$ cat src/rtl/stb_pkg.sv
package stb_pkg;

   // Screen geometry
   localparam int SCREEN_W = 1024;
   localparam int SCREEN_H = 768;

   // Field widths
   localparam int COORD_W  = 12;
   localparam int ORIGIN_W = 13;
   localparam int SCALE_W  = 24;
   localparam int BYTE_W   = 8;
   localparam int INDEX_W  = 20;
   localparam int COLOR_W  = 24;
   localparam int MARK_W   = 9;
   localparam int CSR_IDX_W = 4;

   // Texture geometry and fixed-point layout
   localparam int TEX_BITS  = 10;
   localparam int FRAC_BITS = 16;
   localparam int PROD_W    = COORD_W + SCALE_W;

   // Opcodes
   localparam logic OP_START = 1'b0;
   localparam logic OP_TEXEL = 1'b1;

   // Register indexes
   localparam logic [CSR_IDX_W-1:0] CSR_START_X     = 4'd0;
   localparam logic [CSR_IDX_W-1:0] CSR_START_Y     = 4'd1;
   localparam logic [CSR_IDX_W-1:0] CSR_END_X       = 4'd2;
   localparam logic [CSR_IDX_W-1:0] CSR_END_Y       = 4'd3;
   localparam logic [CSR_IDX_W-1:0] CSR_ORIGIN_X    = 4'd4;
   localparam logic [CSR_IDX_W-1:0] CSR_ORIGIN_Y    = 4'd5;
   localparam logic [CSR_IDX_W-1:0] CSR_INV_SCALE_X = 4'd6;
   localparam logic [CSR_IDX_W-1:0] CSR_INV_SCALE_Y = 4'd7;

   localparam logic [SCALE_W-1:0] SCALE_ONE = 24'd65536;

   typedef struct packed {
      logic [COORD_W-1:0]  start_x;
      logic [COORD_W-1:0]  start_y;
      logic [COORD_W-1:0]  end_x;
      logic [COORD_W-1:0]  end_y;
      logic [ORIGIN_W-1:0] origin_x;
      logic [ORIGIN_W-1:0] origin_y;
      logic [SCALE_W-1:0]  inv_scale_x;
      logic [SCALE_W-1:0]  inv_scale_y;
   } cfg_type;

   // Word handed from the walker to the sampler
   typedef struct packed {
      logic                fetch_valid;
      logic [COORD_W-1:0]  fetch_col;
      logic [COORD_W-1:0]  fetch_row;
      logic                write_valid;
      logic [COORD_W-1:0]  ux;
      logic [COORD_W-1:0]  uy;
      logic [COLOR_W-1:0]  color;
      logic                done;
   } mid_type;

endpackage

$ cat src/rtl/stb_if.sv
interface stb_req_if;
   logic                        valid;
   logic                        ready;
   logic                        op;
   logic [stb_pkg::BYTE_W-1:0]  red;
   logic [stb_pkg::BYTE_W-1:0]  green;
   logic [stb_pkg::BYTE_W-1:0]  blue;
   logic [stb_pkg::BYTE_W-1:0]  alpha;

   modport source (output valid, op, red, green, blue, alpha, input ready);
   modport sink   (input valid, op, red, green, blue, alpha, output ready);
endinterface

interface stb_rsp_if;
   logic                         valid;
   logic                         ready;
   logic                         fetch_valid;
   logic [stb_pkg::INDEX_W-1:0]  texel_index;
   logic                         write_valid;
   logic [stb_pkg::INDEX_W-1:0]  frame_address;
   logic [stb_pkg::COLOR_W-1:0]  frame_color;
   logic [stb_pkg::MARK_W-1:0]   mark_x;
   logic [stb_pkg::MARK_W-1:0]   mark_y;
   logic                         done_res;

   modport source (output valid, fetch_valid, texel_index, write_valid, frame_address,
                   frame_color, mark_x, mark_y, done_res, input ready);
   modport sink   (input valid, fetch_valid, texel_index, write_valid, frame_address,
                   frame_color, mark_x, mark_y, done_res, output ready);
endinterface

interface stb_csr_if;
   logic                           valid;
   logic                           ready;
   logic [stb_pkg::CSR_IDX_W-1:0]  index;
   logic [stb_pkg::SCALE_W-1:0]    data;

   modport source (output valid, index, data, input ready);
   modport sink   (input valid, index, data, output ready);
endinterface

$ cat src/rtl/stb_walker.sv
module stb_walker (
   input  logic              clock,
   input  logic              reset,
   input  stb_pkg::cfg_type  cfg,
   stb_req_if.sink           req_ch,
   output logic              mid_valid,
   output stb_pkg::mid_type  mid_word,
   input  logic              mid_ready
);

   localparam int CW = stb_pkg::COORD_W;
   localparam int OW = stb_pkg::ORIGIN_W;

   // Input register
   logic                        in_v_ff, in_v_in;
   logic                        in_op_ff;
   logic [stb_pkg::BYTE_W-1:0]  in_red_ff, in_green_ff, in_blue_ff, in_alpha_ff;

   // Walk state
   logic [CW-1:0] col_ff, col_in;
   logic [CW-1:0] row_ff, row_in;
   logic          run_ff, run_in;

   // Handoff register
   logic              mid_v_ff, mid_v_in;
   stb_pkg::mid_type  mid_ff, res;

   logic          accept, take;
   logic [CW:0]   nc, nr;
   logic [OW:0]   sx, sy;
   logic          on_screen;
   logic [CW-1:0] ec, er;
   logic          emit;

   assign take         = in_v_ff & (~mid_v_ff | mid_ready);
   assign req_ch.ready = ~in_v_ff | take;
   assign accept       = req_ch.valid & req_ch.ready;
   assign mid_valid    = mid_v_ff;
   assign mid_word     = mid_ff;

   // Screen position of the current coordinate
   assign sx = {{2{cfg.origin_x[OW-1]}}, cfg.origin_x[OW-2:0]} + (OW+1)'(col_ff);
   assign sy = {{2{cfg.origin_y[OW-1]}}, cfg.origin_y[OW-2:0]} + (OW+1)'(row_ff);
   assign on_screen = ~sx[OW] & (sx[OW-1:0] < OW'(stb_pkg::SCREEN_W))
                    & ~sy[OW] & (sy[OW-1:0] < OW'(stb_pkg::SCREEN_H));

   assign nc = {1'b0, col_ff} + 1'b1;
   assign nr = {1'b0, row_ff} + 1'b1;

   // Work out the next walk state and the word for this item
   always_comb begin
      col_in = col_ff;
      row_in = row_ff;
      run_in = run_ff;
      res    = '0;
      emit   = 1'b0;
      ec     = col_ff;
      er     = row_ff;
      if (in_op_ff == stb_pkg::OP_START) begin
         ec   = cfg.start_x;
         er   = cfg.start_y;
         emit = 1'b1;
      end else if (run_ff) begin
         if (in_alpha_ff != '0 && on_screen) begin
            res.write_valid = 1'b1;
            res.ux          = sx[CW-1:0];
            res.uy          = sy[CW-1:0];
            res.color       = {in_blue_ff, in_green_ff, in_red_ff};
         end
         if (nc >= {1'b0, cfg.end_x}) begin
            ec = cfg.start_x;
            if (nr >= {1'b0, cfg.end_y}) begin
               res.done = 1'b1;
               run_in   = 1'b0;
            end else begin
               er   = nr[CW-1:0];
               emit = 1'b1;
            end
         end else begin
            ec   = nc[CW-1:0];
            emit = 1'b1;
         end
      end
      // Issue the next fetch or close the walk
      if (emit) begin
         if (ec < cfg.end_x && er < cfg.end_y) begin
            res.fetch_valid = 1'b1;
            res.fetch_col   = ec;
            res.fetch_row   = er;
            run_in          = 1'b1;
         end else begin
            res.done = 1'b1;
            run_in   = 1'b0;
         end
      end
      if (in_op_ff == stb_pkg::OP_START || run_ff) begin
         col_in = ec;
         row_in = er;
      end
   end

   always_comb begin
      in_v_in = in_v_ff;
      if (accept) begin
         in_v_in = 1'b1;
      end else if (take) begin
         in_v_in = 1'b0;
      end
      mid_v_in = mid_v_ff;
      if (take) begin
         mid_v_in = 1'b1;
      end else if (mid_ready) begin
         mid_v_in = 1'b0;
      end
   end

   // Control state
   always_ff @(posedge clock) begin
      if (reset) begin
         in_v_ff  <= 1'b0;
         mid_v_ff <= 1'b0;
         col_ff   <= '0;
         row_ff   <= '0;
         run_ff   <= 1'b0;
      end else begin
         in_v_ff  <= in_v_in;
         mid_v_ff <= mid_v_in;
         if (take) begin
            col_ff <= col_in;
            row_ff <= row_in;
            run_ff <= run_in;
         end
      end
   end

   // Payload
   always_ff @(posedge clock) begin
      if (accept) begin
         in_op_ff    <= req_ch.op;
         in_red_ff   <= req_ch.red;
         in_green_ff <= req_ch.green;
         in_blue_ff  <= req_ch.blue;
         in_alpha_ff <= req_ch.alpha;
      end
      if (take) begin
         mid_ff <= res;
      end
   end

endmodule

$ cat src/rtl/stb_sampler.sv
module stb_sampler (
   input  logic              clock,
   input  logic              reset,
   input  stb_pkg::cfg_type  cfg,
   input  logic              mid_valid,
   input  stb_pkg::mid_type  mid_word,
   output logic              mid_ready,
   stb_rsp_if.source         rsp_ch
);

   localparam int PW = stb_pkg::PROD_W;
   localparam int FB = stb_pkg::FRAC_BITS;
   localparam int TB = stb_pkg::TEX_BITS;
   localparam int IW = stb_pkg::INDEX_W;

   logic           out_v_ff, out_v_in;
   logic           take;
   logic [PW-1:0]  px, qy, qy_up;
   logic [TB-1:0]  tc, tr;
   logic [IW-1:0]  texel, faddr;

   logic                         fetch_ff, write_ff, done_ff;
   logic [IW-1:0]                texel_ff, faddr_ff;
   logic [stb_pkg::COLOR_W-1:0]  color_ff;
   logic [stb_pkg::MARK_W-1:0]   mark_x_ff, mark_y_ff;

   assign take      = mid_valid & (~out_v_ff | rsp_ch.ready);
   assign mid_ready = ~out_v_ff | rsp_ch.ready;

   // Scale coordinates into texture space; rows round up, then flip
   assign px    = PW'(mid_word.fetch_col) * PW'(cfg.inv_scale_x);
   assign qy    = PW'(mid_word.fetch_row) * PW'(cfg.inv_scale_y);
   assign qy_up = qy + PW'((1 << FB) - 1);
   assign tc    = px[FB +: TB];
   assign tr    = ~qy_up[FB +: TB];
   assign texel = mid_word.fetch_valid ? {tr, tc} : '0;

   // Framebuffer address, wrapped to the address width
   assign faddr = IW'(mid_word.uy) * IW'(stb_pkg::SCREEN_W) + IW'(mid_word.ux);

   always_comb begin
      out_v_in = out_v_ff;
      if (take) begin
         out_v_in = 1'b1;
      end else if (rsp_ch.ready) begin
         out_v_in = 1'b0;
      end
   end

   always_ff @(posedge clock) begin
      if (reset) begin
         out_v_ff <= 1'b0;
      end else begin
         out_v_ff <= out_v_in;
      end
   end

   // Result register
   always_ff @(posedge clock) begin
      if (take) begin
         fetch_ff  <= mid_word.fetch_valid;
         texel_ff  <= texel;
         write_ff  <= mid_word.write_valid;
         faddr_ff  <= mid_word.write_valid ? faddr : '0;
         color_ff  <= mid_word.color;
         mark_x_ff <= stb_pkg::MARK_W'(mid_word.ux >> 1);
         mark_y_ff <= stb_pkg::MARK_W'(mid_word.uy >> 1);
         done_ff   <= mid_word.done;
      end
   end

   assign rsp_ch.valid         = out_v_ff;
   assign rsp_ch.fetch_valid   = fetch_ff;
   assign rsp_ch.texel_index   = texel_ff;
   assign rsp_ch.write_valid   = write_ff;
   assign rsp_ch.frame_address = faddr_ff;
   assign rsp_ch.frame_color   = color_ff;
   assign rsp_ch.mark_x        = mark_x_ff;
   assign rsp_ch.mark_y        = mark_y_ff;
   assign rsp_ch.done_res      = done_ff;

endmodule

$ cat src/rtl/scaled_texture_blit.sv
// Scaled texture blitter: send a start word (op 0) to begin walking the
// configured rectangle, then return one texel word (op 1) for every fetch the
// block asks for. Each result word carries the next texel index to fetch, a
// framebuffer write for an opaque on-screen pixel, or a done flag (a write may
// come with a fetch or a done flag), or is all zero for a texel sent while no
// walk runs. One word is accepted every cycle while the result side does not
// hold it back; its result passes through the input register, the walker
// register and the result register; the walk counters step at most once per
// word in the walker stage. Registers may be written at any time but should
// only be changed while no walk is in flight.
module scaled_texture_blit (
   input  logic       clock,
   input  logic       reset,
   stb_req_if.sink    req_ch,
   stb_rsp_if.source  rsp_ch,
   stb_csr_if.sink    csr_ch
);

   stb_pkg::cfg_type  cfg_ff, cfg_in;
   logic              csr_write;
   logic              mid_valid, mid_ready;
   stb_pkg::mid_type  mid_word;

   assign csr_ch.ready = 1'b1;
   assign csr_write    = csr_ch.valid;

   // Decode register writes; unknown indexes are dropped
   always_comb begin
      cfg_in = cfg_ff;
      if (csr_write) begin
         case (csr_ch.index)
            stb_pkg::CSR_START_X:     cfg_in.start_x     = csr_ch.data[stb_pkg::COORD_W-1:0];
            stb_pkg::CSR_START_Y:     cfg_in.start_y     = csr_ch.data[stb_pkg::COORD_W-1:0];
            stb_pkg::CSR_END_X:       cfg_in.end_x       = csr_ch.data[stb_pkg::COORD_W-1:0];
            stb_pkg::CSR_END_Y:       cfg_in.end_y       = csr_ch.data[stb_pkg::COORD_W-1:0];
            stb_pkg::CSR_ORIGIN_X:    cfg_in.origin_x    = csr_ch.data[stb_pkg::ORIGIN_W-1:0];
            stb_pkg::CSR_ORIGIN_Y:    cfg_in.origin_y    = csr_ch.data[stb_pkg::ORIGIN_W-1:0];
            stb_pkg::CSR_INV_SCALE_X: cfg_in.inv_scale_x = csr_ch.data;
            stb_pkg::CSR_INV_SCALE_Y: cfg_in.inv_scale_y = csr_ch.data;
            default: cfg_in = cfg_ff;
         endcase
      end
   end

   always_ff @(posedge clock) begin
      if (reset) begin
         cfg_ff <= '{start_x: '0, start_y: '0, end_x: '0, end_y: '0,
                     origin_x: '0, origin_y: '0,
                     inv_scale_x: stb_pkg::SCALE_ONE,
                     inv_scale_y: stb_pkg::SCALE_ONE};
      end else begin
         cfg_ff <= cfg_in;
      end
   end

   stb_walker u_walker (
      .clock     (clock),
      .reset     (reset),
      .cfg       (cfg_ff),
      .req_ch    (req_ch),
      .mid_valid (mid_valid),
      .mid_word  (mid_word),
      .mid_ready (mid_ready)
   );

   stb_sampler u_sampler (
      .clock     (clock),
      .reset     (reset),
      .cfg       (cfg_ff),
      .mid_valid (mid_valid),
      .mid_word  (mid_word),
      .mid_ready (mid_ready),
      .rsp_ch    (rsp_ch)
   );

endmodule

$ cat src/flat_wrapper.sv
// flat-port wrapper written by rule: the top's interface ports become plain ports
module scaled_texture_blit_flat 
  (clock, reset, req_ch_valid, req_ch_op, req_ch_red, req_ch_green, req_ch_blue, req_ch_alpha, req_ch_ready, rsp_ch_valid, rsp_ch_fetch_valid, rsp_ch_texel_index, rsp_ch_write_valid, rsp_ch_frame_address, rsp_ch_frame_color, rsp_ch_mark_x, rsp_ch_mark_y, rsp_ch_done_res, rsp_ch_ready, csr_ch_valid, csr_ch_index, csr_ch_data, csr_ch_ready);
  stb_req_if req_ch_i ();
  stb_rsp_if rsp_ch_i ();
  stb_csr_if csr_ch_i ();
  input  logic clock;
  input  logic reset;
  input wire logic [$bits(req_ch_i.valid)-1:0] req_ch_valid;
  input wire logic [$bits(req_ch_i.op)-1:0] req_ch_op;
  input wire logic [$bits(req_ch_i.red)-1:0] req_ch_red;
  input wire logic [$bits(req_ch_i.green)-1:0] req_ch_green;
  input wire logic [$bits(req_ch_i.blue)-1:0] req_ch_blue;
  input wire logic [$bits(req_ch_i.alpha)-1:0] req_ch_alpha;
  output wire logic [$bits(req_ch_i.ready)-1:0] req_ch_ready;
  output wire logic [$bits(rsp_ch_i.valid)-1:0] rsp_ch_valid;
  output wire logic [$bits(rsp_ch_i.fetch_valid)-1:0] rsp_ch_fetch_valid;
  output wire logic [$bits(rsp_ch_i.texel_index)-1:0] rsp_ch_texel_index;
  output wire logic [$bits(rsp_ch_i.write_valid)-1:0] rsp_ch_write_valid;
  output wire logic [$bits(rsp_ch_i.frame_address)-1:0] rsp_ch_frame_address;
  output wire logic [$bits(rsp_ch_i.frame_color)-1:0] rsp_ch_frame_color;
  output wire logic [$bits(rsp_ch_i.mark_x)-1:0] rsp_ch_mark_x;
  output wire logic [$bits(rsp_ch_i.mark_y)-1:0] rsp_ch_mark_y;
  output wire logic [$bits(rsp_ch_i.done_res)-1:0] rsp_ch_done_res;
  input wire logic [$bits(rsp_ch_i.ready)-1:0] rsp_ch_ready;
  input wire logic [$bits(csr_ch_i.valid)-1:0] csr_ch_valid;
  input wire logic [$bits(csr_ch_i.index)-1:0] csr_ch_index;
  input wire logic [$bits(csr_ch_i.data)-1:0] csr_ch_data;
  output wire logic [$bits(csr_ch_i.ready)-1:0] csr_ch_ready;
  assign req_ch_i.valid = req_ch_valid;
  assign req_ch_i.op = req_ch_op;
  assign req_ch_i.red = req_ch_red;
  assign req_ch_i.green = req_ch_green;
  assign req_ch_i.blue = req_ch_blue;
  assign req_ch_i.alpha = req_ch_alpha;
  assign req_ch_ready = req_ch_i.ready;
  assign rsp_ch_valid = rsp_ch_i.valid;
  assign rsp_ch_fetch_valid = rsp_ch_i.fetch_valid;
  assign rsp_ch_texel_index = rsp_ch_i.texel_index;
  assign rsp_ch_write_valid = rsp_ch_i.write_valid;
  assign rsp_ch_frame_address = rsp_ch_i.frame_address;
  assign rsp_ch_frame_color = rsp_ch_i.frame_color;
  assign rsp_ch_mark_x = rsp_ch_i.mark_x;
  assign rsp_ch_mark_y = rsp_ch_i.mark_y;
  assign rsp_ch_done_res = rsp_ch_i.done_res;
  assign rsp_ch_i.ready = rsp_ch_ready;
  assign csr_ch_i.valid = csr_ch_valid;
  assign csr_ch_i.index = csr_ch_index;
  assign csr_ch_i.data = csr_ch_data;
  assign csr_ch_ready = csr_ch_i.ready;
  scaled_texture_blit u_core (.clock(clock), .reset(reset), .req_ch(req_ch_i), .rsp_ch(rsp_ch_i), .csr_ch(csr_ch_i));
endmodule
$ cat config.mk
export PLATFORM = sky130hd
export DESIGN_NAME = scaled_texture_blit_flat
export DESIGN_NICKNAME = d
export VERILOG_FILES = /design/src/rtl/stb_pkg.sv /design/src/rtl/stb_if.sv /design/src/rtl/stb_walker.sv /design/src/rtl/stb_sampler.sv /design/src/rtl/scaled_texture_blit.sv /design/src/flat_wrapper.sv
export SDC_FILE = /design/constraint.sdc
export NUM_CORES = 2
export LEC_CHECK = 0
export ABC_CLOCK_PERIOD_IN_PS = 7300
export BUFFER_PORTS_ARGS = -buffer_cell sky130_fd_sc_hd__buf_4
export CAP_MARGIN = 20
export CORE_MARGIN = 5
export CORE_UTILIZATION = 30
export CTS_BUF_LIST = sky130_fd_sc_hd__clkbuf_4
export DETAILED_ROUTE_END_ITERATION = 10
export PLACE_DENSITY = 0.44
export SLEW_MARGIN = 25
export SYNTH_ARGS = -nofsm -noshare
export SYNTH_HDL_FRONTEND = slang
export SYNTH_SLANG_ARGS = --single-unit
export TNS_END_PERCENT = 5
$ cat constraint.sdc
create_clock -name clock -period 7.3 [get_ports clock]
set_clock_uncertainty 0.15 [all_clocks]
set_input_delay 0.73 -clock clock [delete_from_list [all_inputs] [get_ports clock]]
set_output_delay 0.73 -clock clock [all_outputs]
set_load 0.03 [all_outputs]
Word-level counts from Yosys, hierarchy flattened
Cells that the tools add are included.
{ "totals": {"register_bits": 341, "latch_bits": 0, "mem_bits_rw": 0, "rom_bits": 0, "input_bits": 66, "wordCells": 122, "memories": 0} }
{ "classes": {"add_sub_neg": 6, "multipliers": 2, "div": 0, "n_lt_le_gt_ge": 6, "n_eq_ne": 7, "n_shift": 0, "n_mux": 28, "n_bitwise": 16, "n_reduce_logical": 22} }
{ "ops": {"columns": ["operator", "n"], "rows": [
  ["2-to-1 mux 12 bit", 7],
  ["multiplier 12 x 24 -> 26 bit", 2],
  ["2-to-1 mux 49 bit", 1],
  ["adder 13 x 13 -> 14 bit", 2],
  ["adder 12 x 1 -> 13 bit (second input constant)", 2],
  ["adder 26 x 16 -> 26 bit (second input constant)", 1],
  [">= comparator 13 x 12 -> 1 bit", 2],
  ["2-to-1 mux 25 bit", 1],
  ["< comparator 12 bit", 2],
  ["AND reduction 2 bit", 12],
  ["adder 20 x 12 -> 20 bit", 1],
  ["2-to-1 mux 1 bit", 19],
  ["== test 4 x 3 -> 1 bit (second input constant)", 4],
  ["< comparator 13 x 10 -> 1 bit (second input constant)", 1],
  ["< comparator 13 x 11 -> 1 bit (second input constant)", 1],
  ["inverter 10 bit", 1],
  ["== test 4 x 2 -> 1 bit (second input constant)", 2],
  ["nonzero test 2 bit", 4],
  ["nonzero test 8 bit", 1],
  ["bitwise AND 1 bit", 6],
  ["inverter 1 bit", 6],
  ["== test 4 x 1 -> 1 bit (second input constant)", 1],
  ["zero test 4 bit", 1],
  ["OR 1 bit", 3],
  ["other kinds (3)", 4]
]} }

Depth between registers and ports, before layout
{ "depth": {"word_depth": 10, "ltp_mapped": 28, "depth_no_buf": 27} }

Modules after synthesis
From an unflattened synthesis, not the netlist that was laid out.
{ "hier_totals": {"hier_cells": 3039, "hier_area_um2": 29753.5} }
{ "by_module_without_submodules": {"columns": ["module", "instances", "cells_each", "area_each_um2"], "rows": [
  ["stb_sampler", 1, 1784, 16734.8],
  ["stb_walker", 1, 807, 8159.1],
  ["scaled_texture_blit", 1, 448, 4859.7]
]} }

Least setup slack after synthesis
OpenSTA, ideal clock, no wires.
{ "synth_path": {"kind": "flip-flop to flip-flop", "start": "register u_core.u_walker.mid_ff (netlist bit u_core.u_walker.mid_word[68])", "end": "register u_core.u_sampler.texel_ff[9] (netlist: u_core.u_sampler.rsp_ch.texel_index[9]) (data pin)", "setup_ns": 0.255, "t_arrival_ns": 5.456, "t_required_ns": 6.895, "setup_slack_ns": 1.439, "stages_incl_launch_ff": 23, "n_path_buf": 2, "cell_sequence": "edfxtp_1 -> clkbuf_1 -> clkbuf_1 -> nand2_1 -> fa_1 -> inv_1 -> fa_1 -> fa_1 -> fa_1 -> inv_1 -> fa_1 -> inv_1 -> ha_1 -> a21o_1 -> a21oi_1 -> o21ai_0 -> a21oi_1 -> o21ai_0 -> o41ai_2 -> o2111ai_1 -> a21oi_1 -> xnor2_1 -> and2_1"} }
{ "synth_via": {"elab_chain_len": 1} }
{ "synth_lines": {"columns": ["item", "line", "source"], "rows": [
  ["start, declared", "stb_walker.sv:26", "stb_pkg::mid_type mid_ff, res;"],
  ["start signal, assigned", "stb_walker.sv:146", "mid_ff <= res;"],
  ["multiplier 12 x 24 -> 26 bit", "stb_sampler.sv:31", "assign px = PW'(mid_word.fetch_col) * PW'(cfg.inv_scale_x);"],
  ["end signal, assigned", "stb_sampler.sv:62", "texel_ff <= texel;"],
  ["end, declared", "stb_sampler.sv:23", "logic [IW-1:0] texel_ff, faddr_ff;"]
]} }
Every way passes these cells.
A chain may end at the register's enable or synchronous reset.

Worst setup path in the final report
Same ends and word-level chain as after synthesis.

==> parameters.txt <==
Parameter                              Value

Clock tree
  Number of clock buffers inserted by TritonCTS ... just under 100
  Clock transition at the registers of the reported paths ... roughly 0.06 ns
  Clock sink total ... 341
  Setup Fix Bufs, Post-CTS ... 0
  Number of levels the H-tree was split into ... 3
  Maximum buffer depth of the clock tree ... 3
  Clock tree from TritonCTS ... yes
  Worst-Skew Late Latency ... 0.89 ns
  Hold-fix buffers at CTS ... 55
  Resized Gates After CTS ... 0
  Root Driver ... sky130_fd_sc_hd__clkbuf_4

Power
  Part of the total power dissipated in the clock network ... 39.2%
  Internal Pwr Total ... roughly 3200 µW
  Power per standard cell area ... 140 nW/µm²
  Worst vdd rail ir drop ... 127 µV
  Reported net switching power ... 1370 µW
  Reg power frac ... 47.0%
  P_leak ... approximately 0.014 µW
  Switch share ... 29.7%
  Logic gate share of total power ... 13.8%

Timing
  Final setup vio count ... 0
  Peak clock frequency supported by timing ... 0.150 GHz
  Least-Margin Pin Slew ... 1.06 ns
  Hold Violations, Final ... 0
  Setup repair after global routing missed its margin ... no
  Slew Viols, Final ... 0
  Setup_tns ... 0 ns
  Final worst path period share ... 91.2%
  Worst slew margin ... between 20% and 30%
  Final worst path period need ... 6.65 ns

Setup path
  Setup slack on the worst flop-to-flop path ... 0.65 ns
  Critical Path Start Type ... flip-flop
  Worst-path cell chain ... nand2_1 > fa_1 > inv_1 > fa_1 > fa_1 > fa_1 > inv_1 > fa_1 > inv_1 > ha_1 > a21o_1 > a21oi_1 > o21ai_0 > a21oi_1 > o21ai_0 > o41ai_2 > buf_4 > o2111ai_1 > a21oi_1 > xnor2_1 > and2_1
  Data required time at the worst endpoint ... approximately 8 ns
  Signal arrival time at the worst endpoint ... just over 7 ns
  CP most frequent cell ... sky130_fd_sc_hd__fa_1
  Crit-path max cell delay ... 0.93 ns
  Class of the most critical setup path ... flip-flop to flip-flop
  Crit path capture type ... flip-flop
  Highest net fanout along the worst path ... 20
  Slowest CP cell ... sky130_fd_sc_hd__edfxtp_1
  Number of buffer and inverter stages on the critical path ... 4
  Critical path's top delay family ... adder cells

Global routing
  Global-route usage over all layers ... 16.0%
  Wire length of the first global-routing pass ... 128 mm
  Total overflow reported by the global router ... 0
  Largest net degree at the start of global routing ... 77
  Number of global-route vias before repair ... 22.3k
  Number of antenna violations at the first check in global routing ... 2

Outcome
  Result of the run ... completed

Yosys
  Part of the Yosys area used for sequential elements ... 30.6%
  Post-synth EDFFs ... 191
  Fraction of registers with async set or reset after synthesis ... 0%
  Cell count after synthesis ... 2969
  Number of library cell types mapped by synthesis ... 73
  Syn Area/Cell ... 9.61 µm²
  Count of state elements after synthesis ... 341
  Warnings, synthesis ... 0
  Most used flip-flop cell after synthesis ... sky130_fd_sc_hd__edfxtp_1
  Summed instance area of the synthesized netlist ... 28500 µm²

Die
  # rows ... about 110
  Die outline height ... around 320 µm
  DIE AREA ... 101000 µm²
  Die Wd ... 318 µm
  I/O pin count ... approximately 150
  Starting utilization of the core area ... a little under a third
  Core box area ... 94700 µm²

Placement
  DP HPWL ... 61.4 mm
  Number of port buffers ... roughly 150
  Instance count after placement with tap cells included ... roughly 4.3k
  Final estimated routing congestion in global placement ... between 0.8 and 0.9

Final layout
  Number of nets in the final layout ... 3762
  Final cell count without fillers ... around 4.5k
  Synth-to-layout area growth ... 15.1%
  Share of layout cells above drive strength 1 ... 11.3%
  Layout fillers ... 9774

Drt
  Total number of vias ... around 21k
  Starting DRT DRC Count ... 987
  Mean routed wirelength per cell ... 18.0 µm
  Count of TritonRoute iterations in the first routing pass ... 5
  Vias per std cell ... 4.62
  Total wirelength of the detailed-routed design ... 81.3 mm
  DRC ... 0
  Final ANT Viol Nets ... 0

Job
  Max_cap viols ... 0

Hold path
  Hold crit path type ... primary input to flip-flop
==> routing by layer <==
| layer | GRT usage, % | share of wire [%] |
|---|---|---|
| met1 | 21.3 | 45 |
| met2 | 27.7 | 49 |
| met3 | 2.32 | 3.9 |
| met4 | 3.53 | 1.7 |
| met5 | 0 | 0 |
==> sequential cells by signal (all words and copies together), names as in the netlist, 8 cells and up <==
register                               flops
u_core.cfg_ff                            122
u_core.u_walker.mid_word                  73
u_core.u_sampler.rsp_ch.frame_color       24
u_core.u_sampler.rsp_ch.frame_address     20
u_core.u_sampler.rsp_ch.texel_index       20
u_core.u_walker.col_ff                    12
u_core.u_walker.row_ff                    12
u_core.u_sampler.rsp_ch.mark_x             9
u_core.u_sampler.rsp_ch.mark_y             9
u_core.u_walker.in_alpha_ff                8
u_core.u_walker.in_blue_ff                 8
u_core.u_walker.in_green_ff                8
u_core.u_walker.in_red_ff                  8
==> cells by family after synthesis <==
logic type	count (synthesis)	share of synthesized area, %
compound gates	301	6.50
xor+xnor	99	3.04
fa+ha+maj	533	33.0
buf+inv	574	7.67
flops	341	30.6
mux	52	1.85
other cells	2	0.0263
simple gates	1067	17.3
==> worst reg2reg max path, cell delays in order (launching register included) <==
cell,delay [ns]
sky130_fd_sc_hd__edfxtp_1,0.93
sky130_fd_sc_hd__nand2_1,0.19
sky130_fd_sc_hd__fa_1,0.56
sky130_fd_sc_hd__inv_1,0.05
sky130_fd_sc_hd__fa_1,0.56
sky130_fd_sc_hd__fa_1,0.45
sky130_fd_sc_hd__fa_1,0.49
sky130_fd_sc_hd__inv_1,0.05
sky130_fd_sc_hd__fa_1,0.47
sky130_fd_sc_hd__inv_1,0.04
sky130_fd_sc_hd__ha_1,0.28
sky130_fd_sc_hd__a21o_1,0.16
sky130_fd_sc_hd__a21oi_1,0.13
sky130_fd_sc_hd__o21ai_0,0.09
sky130_fd_sc_hd__a21oi_1,0.35
sky130_fd_sc_hd__o21ai_0,0.28
sky130_fd_sc_hd__o41ai_2,0.34
sky130_fd_sc_hd__buf_4,0.23
sky130_fd_sc_hd__o2111ai_1,0.20
sky130_fd_sc_hd__a21oi_1,0.22
sky130_fd_sc_hd__xnor2_1,0.08
sky130_fd_sc_hd__and2_1,0.16
==> power by group through the flow <==
stage | registers, µW | clock network, µW | logic [µW]
3_5_place_dp | 2200 | 0 | 616
4_1_cts | 2160 | 1900 | 644
2_1_floorplan | 2180 | 0 | 393
6_report | 2160 | 1800 | 634
5_1_grt | 2170 | 2000 | 707
3_3_place_gp | 2200 | 0 | 609
==> cell type report <==
class | instances | area, µm² | area share, %
antenna | 3 | 7.51 | 0.0229
multi-input combinational | 2055 | 17700 | 53.8
tap | 1265 | 1580 | 4.82
timing repair buffer | 250 | 2050 | 6.23
clock buffer | 137 | 1030 | 3.13
inverter | 417 | 1570 | 4.77
clock inverter | 39 | 223 | 0.678
sequential | 341 | 8740 | 26.6
==> placed cells by master (no fill, tap or decap), types with 10 or more instances in the layout <==
cell and n:
sky130_fd_sc_hd__o21ai_0 22, sky130_fd_sc_hd__xnor2_1 73, sky130_fd_sc_hd__clkbuf_4 137, sky130_fd_sc_hd__nand3_1 25, sky130_fd_sc_hd__mux2i_1 50, sky130_fd_sc_hd__dlygate4sd3_1 55
sky130_fd_sc_hd__o21a_1 26, sky130_fd_sc_hd__ha_1 168, sky130_fd_sc_hd__nor2b_1 19, sky130_fd_sc_hd__nand4_1 11, sky130_fd_sc_hd__o22ai_1 10, sky130_fd_sc_hd__a21o_1 21
sky130_fd_sc_hd__dfxtp_1 150, sky130_fd_sc_hd__and2_1 228, sky130_fd_sc_hd__and3_1 12, sky130_fd_sc_hd__nor2_1 119, sky130_fd_sc_hd__buf_4 192, sky130_fd_sc_hd__edfxtp_1 191
sky130_fd_sc_hd__inv_1 414, sky130_fd_sc_hd__clkinv_1 26, sky130_fd_sc_hd__xor2_1 26, sky130_fd_sc_hd__nand2_1 580, sky130_fd_sc_hd__nor3_1 20, sky130_fd_sc_hd__fa_1 365
sky130_fd_sc_hd__a21oi_1 161
==> path summary, 6_finish.rpt <==
path / cells after the start / to / startpoint
setup / recovery: 21 / u_core.u_sampler.rsp_ch.texel_index[9] / u_core.u_walker.mid_word[68]
setup reg to reg: 21 / u_core.u_sampler.rsp_ch.texel_index[9] / u_core.u_walker.mid_word[68]
hold / removal: 4 / u_core.u_sampler.rsp_ch.valid / rsp_ch_ready
hold reg to reg: 0 / u_core.u_sampler.rsp_ch.frame_color[4] / u_core.u_walker.mid_word[5]
==> stage by stage <==
step | utilization (%) | total power, µW | hold slack, ns | worst slack (ns) | cell area [µm²]
after floorplan | - | 2570 | 0.250 | 1.44 | 28500
after global placement | 32.7 | 2810 | 0.252 | 0.579 | 31000
after detailed placement | 32.8 | 2820 | 0.255 | 0.544 | 31000
after CTS | 34.7 | 4700 | 0.0244 | 0.609 | 32800
after global routing | 34.7 | 4870 | 0.0497 | 0.0959 | 32800
final | 34.7 | 4590 | 0.142 | 0.646 | 32800
==> cells in the mapped netlist, types with 5 or more instances <==
cell type / count / area, µm²
sky130_fd_sc_hd__a21o_1: 21 / 158
sky130_fd_sc_hd__clkbuf_1: 146 / 548
sky130_fd_sc_hd__or3_1: 7 / 43.8
sky130_fd_sc_hd__nor2b_1: 20 / 125
sky130_fd_sc_hd__edfxtp_1: 191 / 5740
sky130_fd_sc_hd__and2_1: 228 / 1430
sky130_fd_sc_hd__a21oi_1: 162 / 811
sky130_fd_sc_hd__nor3b_1: 9 / 67.6
sky130_fd_sc_hd__fa_1: 365 / 7310
sky130_fd_sc_hd__xor2_1: 26 / 228
sky130_fd_sc_hd__a211o_1: 5 / 43.8
sky130_fd_sc_hd__nor3_1: 20 / 100
sky130_fd_sc_hd__a31oi_1: 7 / 43.8
sky130_fd_sc_hd__inv_1: 415 / 1560
sky130_fd_sc_hd__o2111ai_1: 5 / 43.8
sky130_fd_sc_hd__o21a_1: 26 / 195
sky130_fd_sc_hd__o22ai_1: 10 / 62.6
sky130_fd_sc_hd__nand4_1: 11 / 68.8
sky130_fd_sc_hd__ha_1: 168 / 2100
sky130_fd_sc_hd__o21ai_0: 22 / 110
sky130_fd_sc_hd__nand3_1: 25 / 125
sky130_fd_sc_hd__and3_1: 12 / 75.1
sky130_fd_sc_hd__mux2i_1: 50 / 500
sky130_fd_sc_hd__xnor2_1: 73 / 639
sky130_fd_sc_hd__nand3b_1: 8 / 60.1
sky130_fd_sc_hd__nor2_1: 119 / 447
sky130_fd_sc_hd__nand2b_1: 8 / 50.1
sky130_fd_sc_hd__nand2_1: 580 / 2180
sky130_fd_sc_hd__dfxtp_1: 150 / 3000
sky130_fd_sc_hd__a211oi_1: 7 / 52.6
(Power assumes the default switching activity.)
